<file path="src/spinning_current_hall_demodulator_assert.svh">
// Assertion macros shared by the spinning-current Hall demodulator files.
`ifndef SPINNING_CURRENT_HALL_DEMODULATOR_ASSERT_SVH
`define SPINNING_CURRENT_HALL_DEMODULATOR_ASSERT_SVH

`ifndef SYNTHESIS
`define SHCD_ASSERT(label, clk, rst, prop, msg) \
   label: assert property (@(posedge clk) disable iff (rst) (prop)) else $error(msg);
`define SHCD_ASSERT_NEXT(label, clk, rst, ante, cons, msg) \
   label: assert property (@(posedge clk) disable iff (rst) (ante) |=> (cons)) else $error(msg);
`else
`define SHCD_ASSERT(label, clk, rst, prop, msg)
`define SHCD_ASSERT_NEXT(label, clk, rst, ante, cons, msg)
`endif

`endif

</file>
<file path="src/shcd_pkg.sv">
// Shared constants and types for the spinning-current Hall demodulator.
package shcd_pkg;

   localparam int ADC_BITS        = 24;
   localparam int COUNT_WIDTH     = 16;
   localparam int SUM_WIDTH       = ADC_BITS + COUNT_WIDTH + 1;
   localparam int HALL_WIDTH      = ADC_BITS + 3;
   localparam int NUM_DIRS        = 4;
   localparam int DIR_BITS        = 2;
   localparam int DIV_STEP_BITS   = $clog2(SUM_WIDTH + 1);
   localparam int REQ_TDATA_WIDTH = ((ADC_BITS + 7) / 8) * 8;
   localparam int REQ_TUSER_WIDTH = 4;
   localparam int RSP_TDATA_WIDTH = ((HALL_WIDTH + 7) / 8) * 8;
   localparam int RSP_TUSER_WIDTH = 2;

   localparam logic [ADC_BITS-1:0]    ZERO_OFFSET_RESET = ADC_BITS'(32'h0080_0000);
   localparam logic [COUNT_WIDTH-1:0] COUNT_MAX         = {COUNT_WIDTH{1'b1}};

   typedef enum logic [0:0] {
      OP_ACCUMULATE = 1'b0,
      OP_END_PERIOD = 1'b1
   } op_type;

   typedef enum logic [DIR_BITS-1:0] {
      DIR_NORTH = 2'd0,
      DIR_SOUTH = 2'd1,
      DIR_EAST  = 2'd2,
      DIR_WEST  = 2'd3
   } dir_type;

   typedef struct packed {
      logic signed [SUM_WIDTH-1:0] sum;
      logic [COUNT_WIDTH-1:0]      count;
   } entry_type;

endpackage

</file>
<file path="src/shcd_divider.sv">
// Bit-serial restoring divider: sum magnitude by sample count, one quotient bit per cycle.
`include "spinning_current_hall_demodulator_assert.svh"

module shcd_divider (
   input  logic                             clock,
   input  logic                             reset,
   input  logic                             start,
   input  logic [shcd_pkg::SUM_WIDTH-1:0]   dividend,
   input  logic [shcd_pkg::COUNT_WIDTH-1:0] divisor,
   output logic                             busy,
   output logic                             done,
   output logic [shcd_pkg::SUM_WIDTH-1:0]   quotient
);
   import shcd_pkg::*;

   logic [SUM_WIDTH-1:0]     quot_ff;
   logic [COUNT_WIDTH-1:0]   rem_ff;
   logic [COUNT_WIDTH-1:0]   divisor_ff;
   logic [DIV_STEP_BITS-1:0] step_ff;
   logic                     busy_ff;
   logic                     done_ff;

   logic [COUNT_WIDTH:0]     trial_in;
   logic [COUNT_WIDTH:0]     diff_in;
   logic                     fits_in;
   logic [COUNT_WIDTH-1:0]   rem_in;
   logic [SUM_WIDTH-1:0]     quot_in;

   always_comb begin
      trial_in = {rem_ff, quot_ff[SUM_WIDTH-1]};
      diff_in  = trial_in - {1'b0, divisor_ff};
      fits_in  = (trial_in >= {1'b0, divisor_ff});
      rem_in   = fits_in ? diff_in[COUNT_WIDTH-1:0] : trial_in[COUNT_WIDTH-1:0];
      quot_in  = {quot_ff[SUM_WIDTH-2:0], fits_in};
   end

   always_ff @(posedge clock) begin
      if (reset) begin
         busy_ff <= 1'b0;
         done_ff <= 1'b0;
         step_ff <= '0;
      end else begin
         done_ff <= 1'b0;
         if (start) begin
            quot_ff    <= dividend;
            rem_ff     <= '0;
            divisor_ff <= divisor;
            step_ff    <= DIV_STEP_BITS'(SUM_WIDTH);
            busy_ff    <= 1'b1;
         end else if (busy_ff) begin
            quot_ff <= quot_in;
            rem_ff  <= rem_in;
            step_ff <= step_ff - 1'b1;
            if (step_ff == DIV_STEP_BITS'(1)) begin
               busy_ff <= 1'b0;
               done_ff <= 1'b1;
            end
         end
      end
   end

   assign busy     = busy_ff;
   assign done     = done_ff;
   assign quotient = quot_ff;

   `SHCD_ASSERT(a_no_restart, clock, reset, !start || !busy_ff, "divider started while busy")
   `SHCD_ASSERT_NEXT(a_done_pulse, clock, reset, done_ff, !done_ff, "divider done held")
   `SHCD_ASSERT(a_rem_bound, clock, reset, !busy_ff || rem_ff < divisor_ff, "remainder out of range")

endmodule

</file>
<file path="src/spinning_current_hall_demodulator.sv">
// Spinning-current Hall demodulator: accumulates centered ADC samples per current
// direction in a four-entry sum/count memory and, at end of period, emits
// avg_n - avg_s + avg_e - avg_w in ADC LSBs. A stable sample is read from memory,
// then added and written back; an unstable sample is accepted and not stored. An
// end-of-period request divides each direction's sum by its count, using the
// bit-serial divider that produces one quotient bit per cycle, for each of the four
// directions in turn. A direction with no samples makes the result 0 with
// valid_res low; a saturated count drops the sample and raises overflowed.
`include "spinning_current_hall_demodulator_assert.svh"

module spinning_current_hall_demodulator (
   input  logic                                 clock,
   input  logic                                 reset,
   input  logic                                 req_tvalid,
   output logic                                 req_tready,
   input  logic [shcd_pkg::REQ_TDATA_WIDTH-1:0] req_tdata,  // sample
   input  logic [shcd_pkg::REQ_TUSER_WIDTH-1:0] req_tuser,  // operation, direction[1:0], stable
   output logic                                 rsp_tvalid,
   input  logic                                 rsp_tready,
   output logic [shcd_pkg::RSP_TDATA_WIDTH-1:0] rsp_tdata,  // hall_sum
   output logic [shcd_pkg::RSP_TUSER_WIDTH-1:0] rsp_tuser,  // valid_res, overflowed
   input  logic                                 csr_wen,
   input  logic [shcd_pkg::ADC_BITS-1:0]        csr_wdata
);
   import shcd_pkg::*;

   typedef enum logic [2:0] {
      ST_IDLE,
      ST_ACCUM,
      ST_EOP_READ,
      ST_EOP_LOAD,
      ST_EOP_DIV,
      ST_FINISH
   } state_type;

   state_type                 state_ff;
   logic [ADC_BITS-1:0]       zero_offset_ff;
   logic [ADC_BITS-1:0]       sample_ff;
   logic [DIR_BITS-1:0]       dir_ff;
   logic [DIR_BITS-1:0]       idx_ff;
   logic [NUM_DIRS-1:0]       entry_valid_ff;
   logic                      sat_ff;
   logic                      all_valid_ff;
   logic                      neg_ff;
   logic [HALL_WIDTH-1:0]     hall_acc_ff;
   logic                      rsp_valid_ff;
   logic [HALL_WIDTH-1:0]     rsp_hall_ff;
   logic                      rsp_valid_res_ff;
   logic                      rsp_overflow_ff;

   entry_type                 entry_mem [NUM_DIRS];
   entry_type                 rd_data_ff;
   logic                      rd_valid_ff;

   op_type                    req_op;
   logic [DIR_BITS-1:0]       req_dir;
   logic                      req_stable;
   logic                      req_fire;
   logic                      rsp_room;
   logic [DIR_BITS-1:0]       rd_addr;
   entry_type                 entry_in;
   logic signed [ADC_BITS:0]  centered_in;
   logic                      mem_we;
   entry_type                 mem_wdata;
   logic                      div_start;
   logic                      div_busy;
   logic                      div_done;
   logic [SUM_WIDTH-1:0]      div_quotient;
   logic [SUM_WIDTH-1:0]      magnitude_in;
   logic [HALL_WIDTH-1:0]     term_in;
   logic [HALL_WIDTH-1:0]     hall_in;
   logic                      last_dir;

   assign req_op     = op_type'(req_tuser[0]);
   assign req_dir    = req_tuser[2:1];
   assign req_stable = req_tuser[3];
   assign req_tready = (state_ff == ST_IDLE);
   assign req_fire   = req_tvalid && req_tready;
   assign rsp_room   = !rsp_valid_ff || rsp_tready;
   assign rd_addr    = (state_ff == ST_IDLE) ? req_dir : idx_ff;
   assign last_dir   = (idx_ff == DIR_BITS'(NUM_DIRS - 1));

   always_comb begin
      entry_in     = rd_valid_ff ? rd_data_ff : '0;
      centered_in  = $signed({1'b0, sample_ff}) - $signed({1'b0, zero_offset_ff});
      mem_wdata.sum   = entry_in.sum + SUM_WIDTH'(centered_in);
      mem_wdata.count = entry_in.count + 1'b1;
      mem_we       = (state_ff == ST_ACCUM) && (entry_in.count != COUNT_MAX);
      div_start    = (state_ff == ST_EOP_LOAD) && (entry_in.count != '0);
      magnitude_in = entry_in.sum[SUM_WIDTH-1] ? (-entry_in.sum) : entry_in.sum;
      term_in      = neg_ff ? (-div_quotient[HALL_WIDTH-1:0]) : div_quotient[HALL_WIDTH-1:0];
      if (dir_type'(idx_ff) inside {DIR_SOUTH, DIR_WEST}) begin
         hall_in = hall_acc_ff - term_in;
      end else begin
         hall_in = hall_acc_ff + term_in;
      end
   end

   // Sum/count memory: one write port, one registered read port.
   always_ff @(posedge clock) begin
      if (mem_we) begin
         entry_mem[dir_ff] <= mem_wdata;
      end
      rd_data_ff  <= entry_mem[rd_addr];
      rd_valid_ff <= entry_valid_ff[rd_addr];
   end

   shcd_divider u_divider (
      .clock    (clock),
      .reset    (reset),
      .start    (div_start),
      .dividend (magnitude_in),
      .divisor  (entry_in.count),
      .busy     (div_busy),
      .done     (div_done),
      .quotient (div_quotient)
   );

   always_ff @(posedge clock) begin
      if (reset) begin
         state_ff       <= ST_IDLE;
         zero_offset_ff <= ZERO_OFFSET_RESET;
         entry_valid_ff <= '0;
         sat_ff         <= 1'b0;
         rsp_valid_ff   <= 1'b0;
         idx_ff         <= '0;
      end else begin
         if (csr_wen) begin
            zero_offset_ff <= csr_wdata;
         end
         if (rsp_valid_ff && rsp_tready && state_ff != ST_FINISH) begin
            rsp_valid_ff <= 1'b0;
         end
         case (state_ff)
            ST_IDLE: begin
               if (req_fire) begin
                  sample_ff <= req_tdata[ADC_BITS-1:0];
                  dir_ff    <= req_dir;
                  if (req_op == OP_END_PERIOD) begin
                     idx_ff       <= '0;
                     all_valid_ff <= 1'b1;
                     hall_acc_ff  <= '0;
                     state_ff     <= ST_EOP_READ;
                  end else if (req_stable) begin
                     state_ff <= ST_ACCUM;
                  end
               end
            end
            ST_ACCUM: begin
               if (mem_we) begin
                  entry_valid_ff[dir_ff] <= 1'b1;
               end else begin
                  sat_ff <= 1'b1;
               end
               state_ff <= ST_IDLE;
            end
            ST_EOP_READ: begin
               state_ff <= ST_EOP_LOAD;
            end
            ST_EOP_LOAD: begin
               neg_ff <= entry_in.sum[SUM_WIDTH-1];
               if (div_start) begin
                  state_ff <= ST_EOP_DIV;
               end else begin
                  all_valid_ff <= 1'b0;
                  idx_ff       <= idx_ff + 1'b1;
                  state_ff     <= last_dir ? ST_FINISH : ST_EOP_READ;
               end
            end
            ST_EOP_DIV: begin
               if (div_done) begin
                  hall_acc_ff <= hall_in;
                  idx_ff      <= idx_ff + 1'b1;
                  state_ff    <= last_dir ? ST_FINISH : ST_EOP_READ;
               end
            end
            ST_FINISH: begin
               if (rsp_room) begin
                  rsp_valid_ff     <= 1'b1;
                  rsp_hall_ff      <= all_valid_ff ? hall_acc_ff : '0;
                  rsp_valid_res_ff <= all_valid_ff;
                  rsp_overflow_ff  <= sat_ff;
                  entry_valid_ff   <= '0;
                  sat_ff           <= 1'b0;
                  state_ff         <= ST_IDLE;
               end
            end
            default: begin
               state_ff <= ST_IDLE;
            end
         endcase
      end
   end

   assign rsp_tvalid = rsp_valid_ff;
   assign rsp_tdata  = RSP_TDATA_WIDTH'(rsp_hall_ff);
   assign rsp_tuser  = {rsp_overflow_ff, rsp_valid_res_ff};

   `SHCD_ASSERT_NEXT(a_accum_rmw, clock, reset, req_fire && req_op == OP_ACCUMULATE && req_stable, state_ff == ST_ACCUM, "stable sample not sent to write-back")
   `SHCD_ASSERT(a_write_in_accum, clock, reset, !mem_we || state_ff == ST_ACCUM, "memory written outside write-back")
   `SHCD_ASSERT(a_div_nonzero, clock, reset, !div_start || (entry_in.count != '0 && !div_busy), "divider started on empty count")
   `SHCD_ASSERT_NEXT(a_finish_clears, clock, reset, state_ff == ST_FINISH && rsp_room, rsp_valid_ff && entry_valid_ff == '0 && !sat_ff, "period end left state behind")

endmodule

</file>
<file path="config.mk">
export PLATFORM = sky130hd
export DESIGN_NAME = spinning_current_hall_demodulator
export DESIGN_NICKNAME = d
export VERILOG_FILES = /design/src/shcd_pkg.sv /design/src/shcd_divider.sv /design/src/spinning_current_hall_demodulator.sv
export VERILOG_INCLUDE_DIRS = /design/src /design/src/src
export SDC_FILE = /design/constraint.sdc
export NUM_CORES = 1
export LEC_CHECK = 0
export ABC_AREA = 1
export BUFFER_PORTS_ARGS = -buffer_cell sky130_fd_sc_hd__buf_2
export CAP_MARGIN = 10
export CORE_UTILIZATION = 50
export CTS_CLUSTER_DIAMETER = 50
export DETAILED_ROUTE_END_ITERATION = 12
export PLACE_DENSITY = 0.7
export RECOVER_POWER = 50
export SLEW_MARGIN = 20
export SYNTH_ARGS = -nofsm -noshare
export SYNTH_HDL_FRONTEND = slang
export SYNTH_SLANG_ARGS = --single-unit
</file>
<file path="constraint.sdc">
create_clock -name clock -period 11.75 [get_ports clock]
set_input_delay 1.7625 -clock clock [delete_from_list [all_inputs] [get_ports clock]]
set_output_delay 1.7625 -clock clock [all_outputs]
set_load 0.1 [all_outputs]
</file>
# --- Yosys cells after proc, flatten, opt, wreduce, memory -nomap -nowiden ---
# Memory sizes are Yosys's and may differ from the RTL's. A register that Yosys moved wholly into a read port is not among the register bits.
# Cells that the tools add are included.
word_totals:
  in_bits: 57
  elab_cells: 138
  mem_bits_ro: 0
  ff_bits: 201
  latch_bits: 0
  ramBits: 228
  n_memories: 1
  output_inout_bits: 36
classes:
  n_reduce_logical: 29
  n_addsub: 10
  eq_ne: 18
  n_div: 0
  multipliers: 0
  mux: 51
  n_shift: 0
  n_bitwise: 3
  magnitude_cmp: 4
memory_table:
  columns: ["memory", "words", "word_bits", "rd", "rd_clocked_by_memory_dff", "wr", "line", "source"]
  rows:
  - ["entry_mem", 4, 57, 1, 1, 1, "spinning_current_hall_demodulator.sv:51", "entry_type entry_mem [NUM_DIRS];"]
op_table:
  columns: ["operator", "n"]
  rows:
  - ["$mux W27", 5]
  - ["$mux W41", 3]
  - ["$mux W57", 1]
  - ["$pmux W27 S2", 1]
  - ["$add A41 B25 Y41", 1]
  - ["$neg A41 Y41", 1]
  - ["$mux W16", 2]
  - ["$add A27 B27 Y27", 1]
  - ["$neg A27 Y27", 1]
  - ["$sub A27 B27 Y27", 1]
  - ["$sub A24 B24 Y25", 1]
  - ["$mux W3", 7]
  - ["$ge A17 B16 Y1", 1]
  - ["$add A16 B1 Y16 const B", 1]
  - ["$mux W1", 16]
  - ["$ne A16 B16 Y1 const B", 1]
  - ["$reduce_bool A16 Y1", 1]
  - ["$sub A16 B16 Y16", 1]
  - ["$pmux W3 S5", 1]
  - ["$reduce_and A5 Y1", 3]
  - ["$mux W6", 2]
  - ["$reduce_and A3 Y1", 4]
  - ["$mux W2", 5]
  - ["$reduce_bool A2 Y1", 5]
  - ["other kinds (31)", 49]

# --- Longest topological paths before layout ---
logic_depth:
  depth_word: 7
  depth_mapped: 29
  mapped_depth_nobuf: 29

# --- By module ---
# Synthesis repeated with hierarchy kept, for this count alone.
unflattened:
  cells_unflattened: 3037
  area_unflattened_um2: 26676.8
modules_own_cells:
  columns: ["module", "instances", "cells_per_inst", "area_each_um2", "seq_area_each_um2"]
  rows:
  - ["spinning_current_hall_demodulator", 1, 2477, 22122.5, 11230.8]
  - ["shcd_divider", 1, 560, 4554.4, 2352.3]

# --- Worst setup path before layout ---
# No wires, ideal clock.
synth_timing:
  path_type: "flip-flop to flip-flop"
  startpoint: "register rd_valid_ff"
  endpoint: "memory entry_mem[1][0] in the netlist's numbering (enable)"
  required_ps: 11208
  setup_ps: 542
  path_buffers: 3
  path_stages_with_launch: 16
  arrival_ps: 5643
  synth_period_minus_slack_ps: 6185
  path_slack_ps: 5565
  path_cell_list: "dfxtp_1 > buf_6 > buf_6 > buf_6 > nand2_4 > inv_1 > ha_1 > nand3_1 > nor2_2 > nand3_1 > nor2_2 > nand3_1 > nor3_2 > nand3_1 > nand3_2 > nor3_1"
synth_rtl:
  columns: ["item", "line", "source"]
  rows:
  - ["start, declared", "spinning_current_hall_demodulator.sv:53", "logic rd_valid_ff;"]
  - ["start signal, assigned", "spinning_current_hall_demodulator.sv:105", "rd_valid_ff <= entry_valid_ff[rd_addr];"]
  - ["end, declared", "spinning_current_hall_demodulator.sv:51", null]

# --- Worst setup path after layout ---
layout_timing:
  startpoint: "register rd_valid_ff"
  endpoint: "register u_divider.quot_ff[27] (netlist: u_divider.quotient[27]) (enable)"
layout_between:
  elab_chain_cells: 5
layout_rtl:
  columns: ["item", "line", "source"]
  rows:
  - ["$mux W57", "spinning_current_hall_demodulator.sv:84", "entry_in = rd_valid_ff ? rd_data_ff : '0;"]
  - ["$reduce_bool A16 Y1", "spinning_current_hall_demodulator.sv:89", "div_start = (state_ff == ST_EOP_LOAD) && (entry_in.count != '0);"]
  - ["$logic_and A1 B1 Y1", "spinning_current_hall_demodulator.sv:89", null]
  - ["$reduce_bool A2 Y1 (no line)", null, null]
  - ["$reduce_and A2 Y1 (no line)", null, null]
  - ["end signal, assigned", "shcd_divider.sv:45", "quot_ff <= dividend;"]
  - ["end signal, assigned", "shcd_divider.sv:51", "quot_ff <= quot_in;"]
  - ["end, declared", "shcd_divider.sv:16", "logic [SUM_WIDTH-1:0] quot_ff;"]
# Every way passes these cells.
# A chain may end at the register's enable or synchronous reset.

==> results by group <==
Timing
  – Max_slew headroom: -2.36
  – Tightest Pin Transition: between 5000 and 6000 ps
  – RSZ-0062 raised after global routing: no
  – Clock skew: between 20 and 30 ps
  – Fmax: between 100 and 150 MHz
  – Endpoints failing hold: 0
  – Final Slew Violations: between 300 and 400
  – Setup TNS after final layout: 0 ps
  – Fin crit share: 0.640
  – Setup violators final: 0
  – Period minus WS final: 7520 ps

Critical path
  – Crit-path max cell delay: ~2100 ps
  – Worst setup SP type: flip-flop
  – Crit end category: flip-flop
  – Critical path's slowest cell: clkbuf_1
  – Crit path kind: flip-flop to flip-flop
  – Critical path fanouts, max: 57
  – Cells along the critical path: clkbuf_1 -> nand2_1 -> ha_1 -> nand4_1 -> nor2_1 -> nand2_1 -> inv_1 -> nor2_4 -> clkbuf_1 -> inv_2 -> a21oi_4 -> buf_4
  – WP data required: roughly 12000 ps
  – CP arrival: slightly below 8000 ps

Layout
  – FILL cells: 4452
  – Share of cells above drive strength 1: 0.0682
  – Fin nets: a little over 3k
  – Sequential cell area: around 0.014 mm2
  – ANT cells: 0
  – Area grow syn2layout: 11.3%
  – Fin cells: about 3.7k
  – Multi-input logic area: roughly 0.011 mm2

Status
  – Outcome: finished with violations
  – Failing checks: max-capacitance violations, max-slew violations

Global routing
  – GRT Residual Overflow: 0
  – Largest net degree at the start of global routing: 109
  – Initial antenna violation count: 0
  – First-pass GRT wire length: 102000 um
  – GRT Util Overall: 0.244
  – GR Util met3: 0.0332
  – Vias in the first global route: 19.6k
  – GR Util met1: 0.343
  – M2 GR Usage: 0.389
  – Most Crowded Layer GR: met2

Clock network
  – Num CTS Buffers: 57
  – Deepest clock path buffer count: 3
  – Worst-Skew Late Latency: ~630 ps
  – Root Driver: clkbuf_16
  – Worst-path clk slew: 60 ps
  – CTS tree: done
  – Clock Sinks: between 400 and 500
  – CTS H-tree depth: 2
  – Cts hold-fix bufs: 0
  – Post-CTS Resized: 0
  – Post-CTS setup buffer count: 0

Power
  – Power Dens Cells: between 150 and 200 mW/mm2
  – Power, Total: a little under 5000 uW
  – Max VDD drop: roughly 0.12 mV
  – Leakage: roughly 0.012 uW

Yosys
  – Top FF cell, synth: edfxtp_1
  – Ys Warns: 0
  – Number of synthesized flops with an enable pin: slightly below 400
  – Register bit count reported by yosys: between 400 and 500
  – Share of the synthesized area in the top cell type: 0.447
  – Post-Syn Area: between 0.02 and 0.03 mm2
  – Distinct cells, synth: 55
  – Synth top area cells: edfxtp_1 (45%), dfxtp_1 (7.8%), nand2_1 (7.2%), ha_1 (5.6%), o21ai_0 (5.3%)
  – Seq/Total Area, Yosys: 0.526
  – Synth async-reset ratio: 0
  – Post-Synthesis Cells: 2857
  – Yosys top cell by area: edfxtp_1
  – Mapped Avg Cell Area: 9.05 um2

Route
  – Drt total wl: 64000 um
  – Vias: about 20k
  – # DRC: 0
  – Drt first-iter violations: around 1.7k
  – Vias per cell: 5.50
  – Pre-antenna DRT Iters: 6
  – ANT nets after route: 0
  – WL/cell: ~17 um

Hold path
  – Worst Hold Class: flip-flop to flip-flop

Placed design
  – IO buf count: between 80 and 90
  – Routability cong.: between 0.9 and 1
  – Dpl cells: about 3.6k
  – Dpl hpwl: roughly 46000 um

Floorplanning
  – Die height: approximately 230 um
  – Die area: ~0.053 mm2
  – I/O pins: 93
  – Core Box Area: between 0.05 and 0.06 mm2
  – Die Wd: roughly 230 um
  – Starting Density: 0.511
  – Rows: slightly above 80

Run
  – Max-cap violations: 8
-- logic make-up (layout without fill, tap and decap cells) --
logic type	after synthesis	after routing	synth area share
xor gates and xnor gates	124	124	0.0420
DFF	486	486	0.526
buffers and inverters	404	535	0.0613
other	1	5	0.000145
adders and majority gates	119	119	0.0588
AOI/OAI and AO/OA	660	660	0.140
and+or+nand+nor	1063	1063	0.172
-- through the flow --
| step | setup WS (ps) | utilization | hold WS (ps) | area [um2] |
|---|---|---|---|---|
| 2_1_floorplan | 5560 | - | 409 | 25900 |
| 3_3_place_gp | 7300 | 0.533 | 421 | 27000 |
| 3_5_place_dp | 7240 | 0.533 | 427 | 27000 |
| 4_1_cts | 7190 | 0.572 | 457 | 28900 |
| 5_1_grt | 3680 | 0.569 | 480 | 28800 |
| 6_report | 4230 | 0.569 | 453 | 28800 |
-- cell usage in the layout, fill, tap and decap left out, types with 6 or more instances in the layout --
cell | synthesis | layout
nand2_1 | 498 | 502
edfxtp_1 | 385 | 385
nor2_1 | 348 | 347
inv_1 | 307 | 309
o21ai_0 | 275 | 280
a21oi_1 | 214 | 213
ha_1 | 115 | 115
nand3_1 | 111 | 112
dfxtp_1 | 101 | 101
xor2_1 | 85 | 85
o22ai_1 | 63 | 63
clkbuf_16 | 0 | 58
buf_2 | 10 | 53
clkbuf_1 | 62 | 50
xnor2_1 | 39 | 39
nand4_1 | 32 | 32
nor3_1 | 22 | 22
a31oi_1 | 19 | 19
o211ai_1 | 15 | 15
a21o_1 | 12 | 12
nor4_1 | 12 | 12
nor2_2 | 11 | 11
buf_4 | 7 | 11
o21a_1 | 10 | 10
o21bai_1 | 9 | 9
a211oi_1 | 9 | 9
inv_2 | 8 | 8
o31ai_1 | 7 | 7
inv_6 | 0 | 7
clkinv_2 | 0 | 7
o21ai_1 | 11 | 6
clkinv_1 | 4 | 6
clkinv_8 | 0 | 6
clkinvlp_4 | 0 | 6
-- worst paths after layout --
check | start | end | slack (ps) | cells after the start
min reg2reg | sat_ff | rsp_overflow_ff | 450 | 0
max reg2reg | rd_valid_ff | u_divider.quotient[27] | 4230 | 12
max | rd_valid_ff | u_divider.quotient[27] | 4230 | 12
min | sat_ff | rsp_overflow_ff | 450 | 0
-- per-layer routing --
layer,vias up,wire length (um)
met4,0,1850
li1,9999,-
met1,9361,29500
met2,669,28400
met5,-,0
met3,106,4170
-- synth_stat cells (all sizes together), types with 2 or more instances --
cell type and instances:
a211oi 9, a21boi 5, a21o 12, a21oi 215, a221oi 3, a31oi 19, and3 2, buf 23
clkbuf 62, clkinv 4, dfxtp 101, edfxtp 385, fa 4, ha 115, inv 315, nand2 508
nand3 113, nand3b 2, nand4 33, nor2 361, nor3 27, nor3b 2, nor4 13, o211ai 15
o21a 10, o21ai 287, o21bai 9, o22ai 63, o31ai 7, or2 2, xnor2 39, xor2 85
-- power by group --
| part | total (uW) | internal, uW | switching, uW |
|---|---|---|---|
| combinational | 1050 | 308 | 745 |
| sequential | 2110 | 2060 | 48.8 |
| clock | 1780 | 1030 | 748 |
-- flip-flops by register name (all words and copies together) (netlist names), 3 cells and up --
register	count
entry_mem	228
entry_valid_ff	4
hall_acc_ff	27
rd_data_ff	57
rsp_hall_ff	27
sample_ff	24
state_ff	3
u_divider.divisor_ff	16
u_divider.quotient	41
u_divider.rem_ff	16
u_divider.step_ff	6
zero_offset_ff	24
-- critical path, delay by kind of cell (launching register included) --
| kind | cells | cell delay (ps) |
|---|---|---|
| flip-flops | 1 | 320 |
| adder cells (fa/ha/maj) | 1 | 510 |
| AND/OR/NAND/NOR | 5 | 1030 |
| buffers and inverters | 5 | 4720 |
| AO/OA/AOI/OAI | 1 | 470 |
-- cell type report --
| type | count | area share |
|---|---|---|
| clock buffer | 67 | 0.0527 |
| timing repair buffer | 108 | 0.0178 |
| tap | 672 | 0.0292 |
| clock inverter | 41 | 0.0152 |
| multi-input combinational | 1971 | 0.371 |
| inverter | 319 | 0.0416 |
| sequential | 486 | 0.472 |
(Power assumes the default switching activity.)
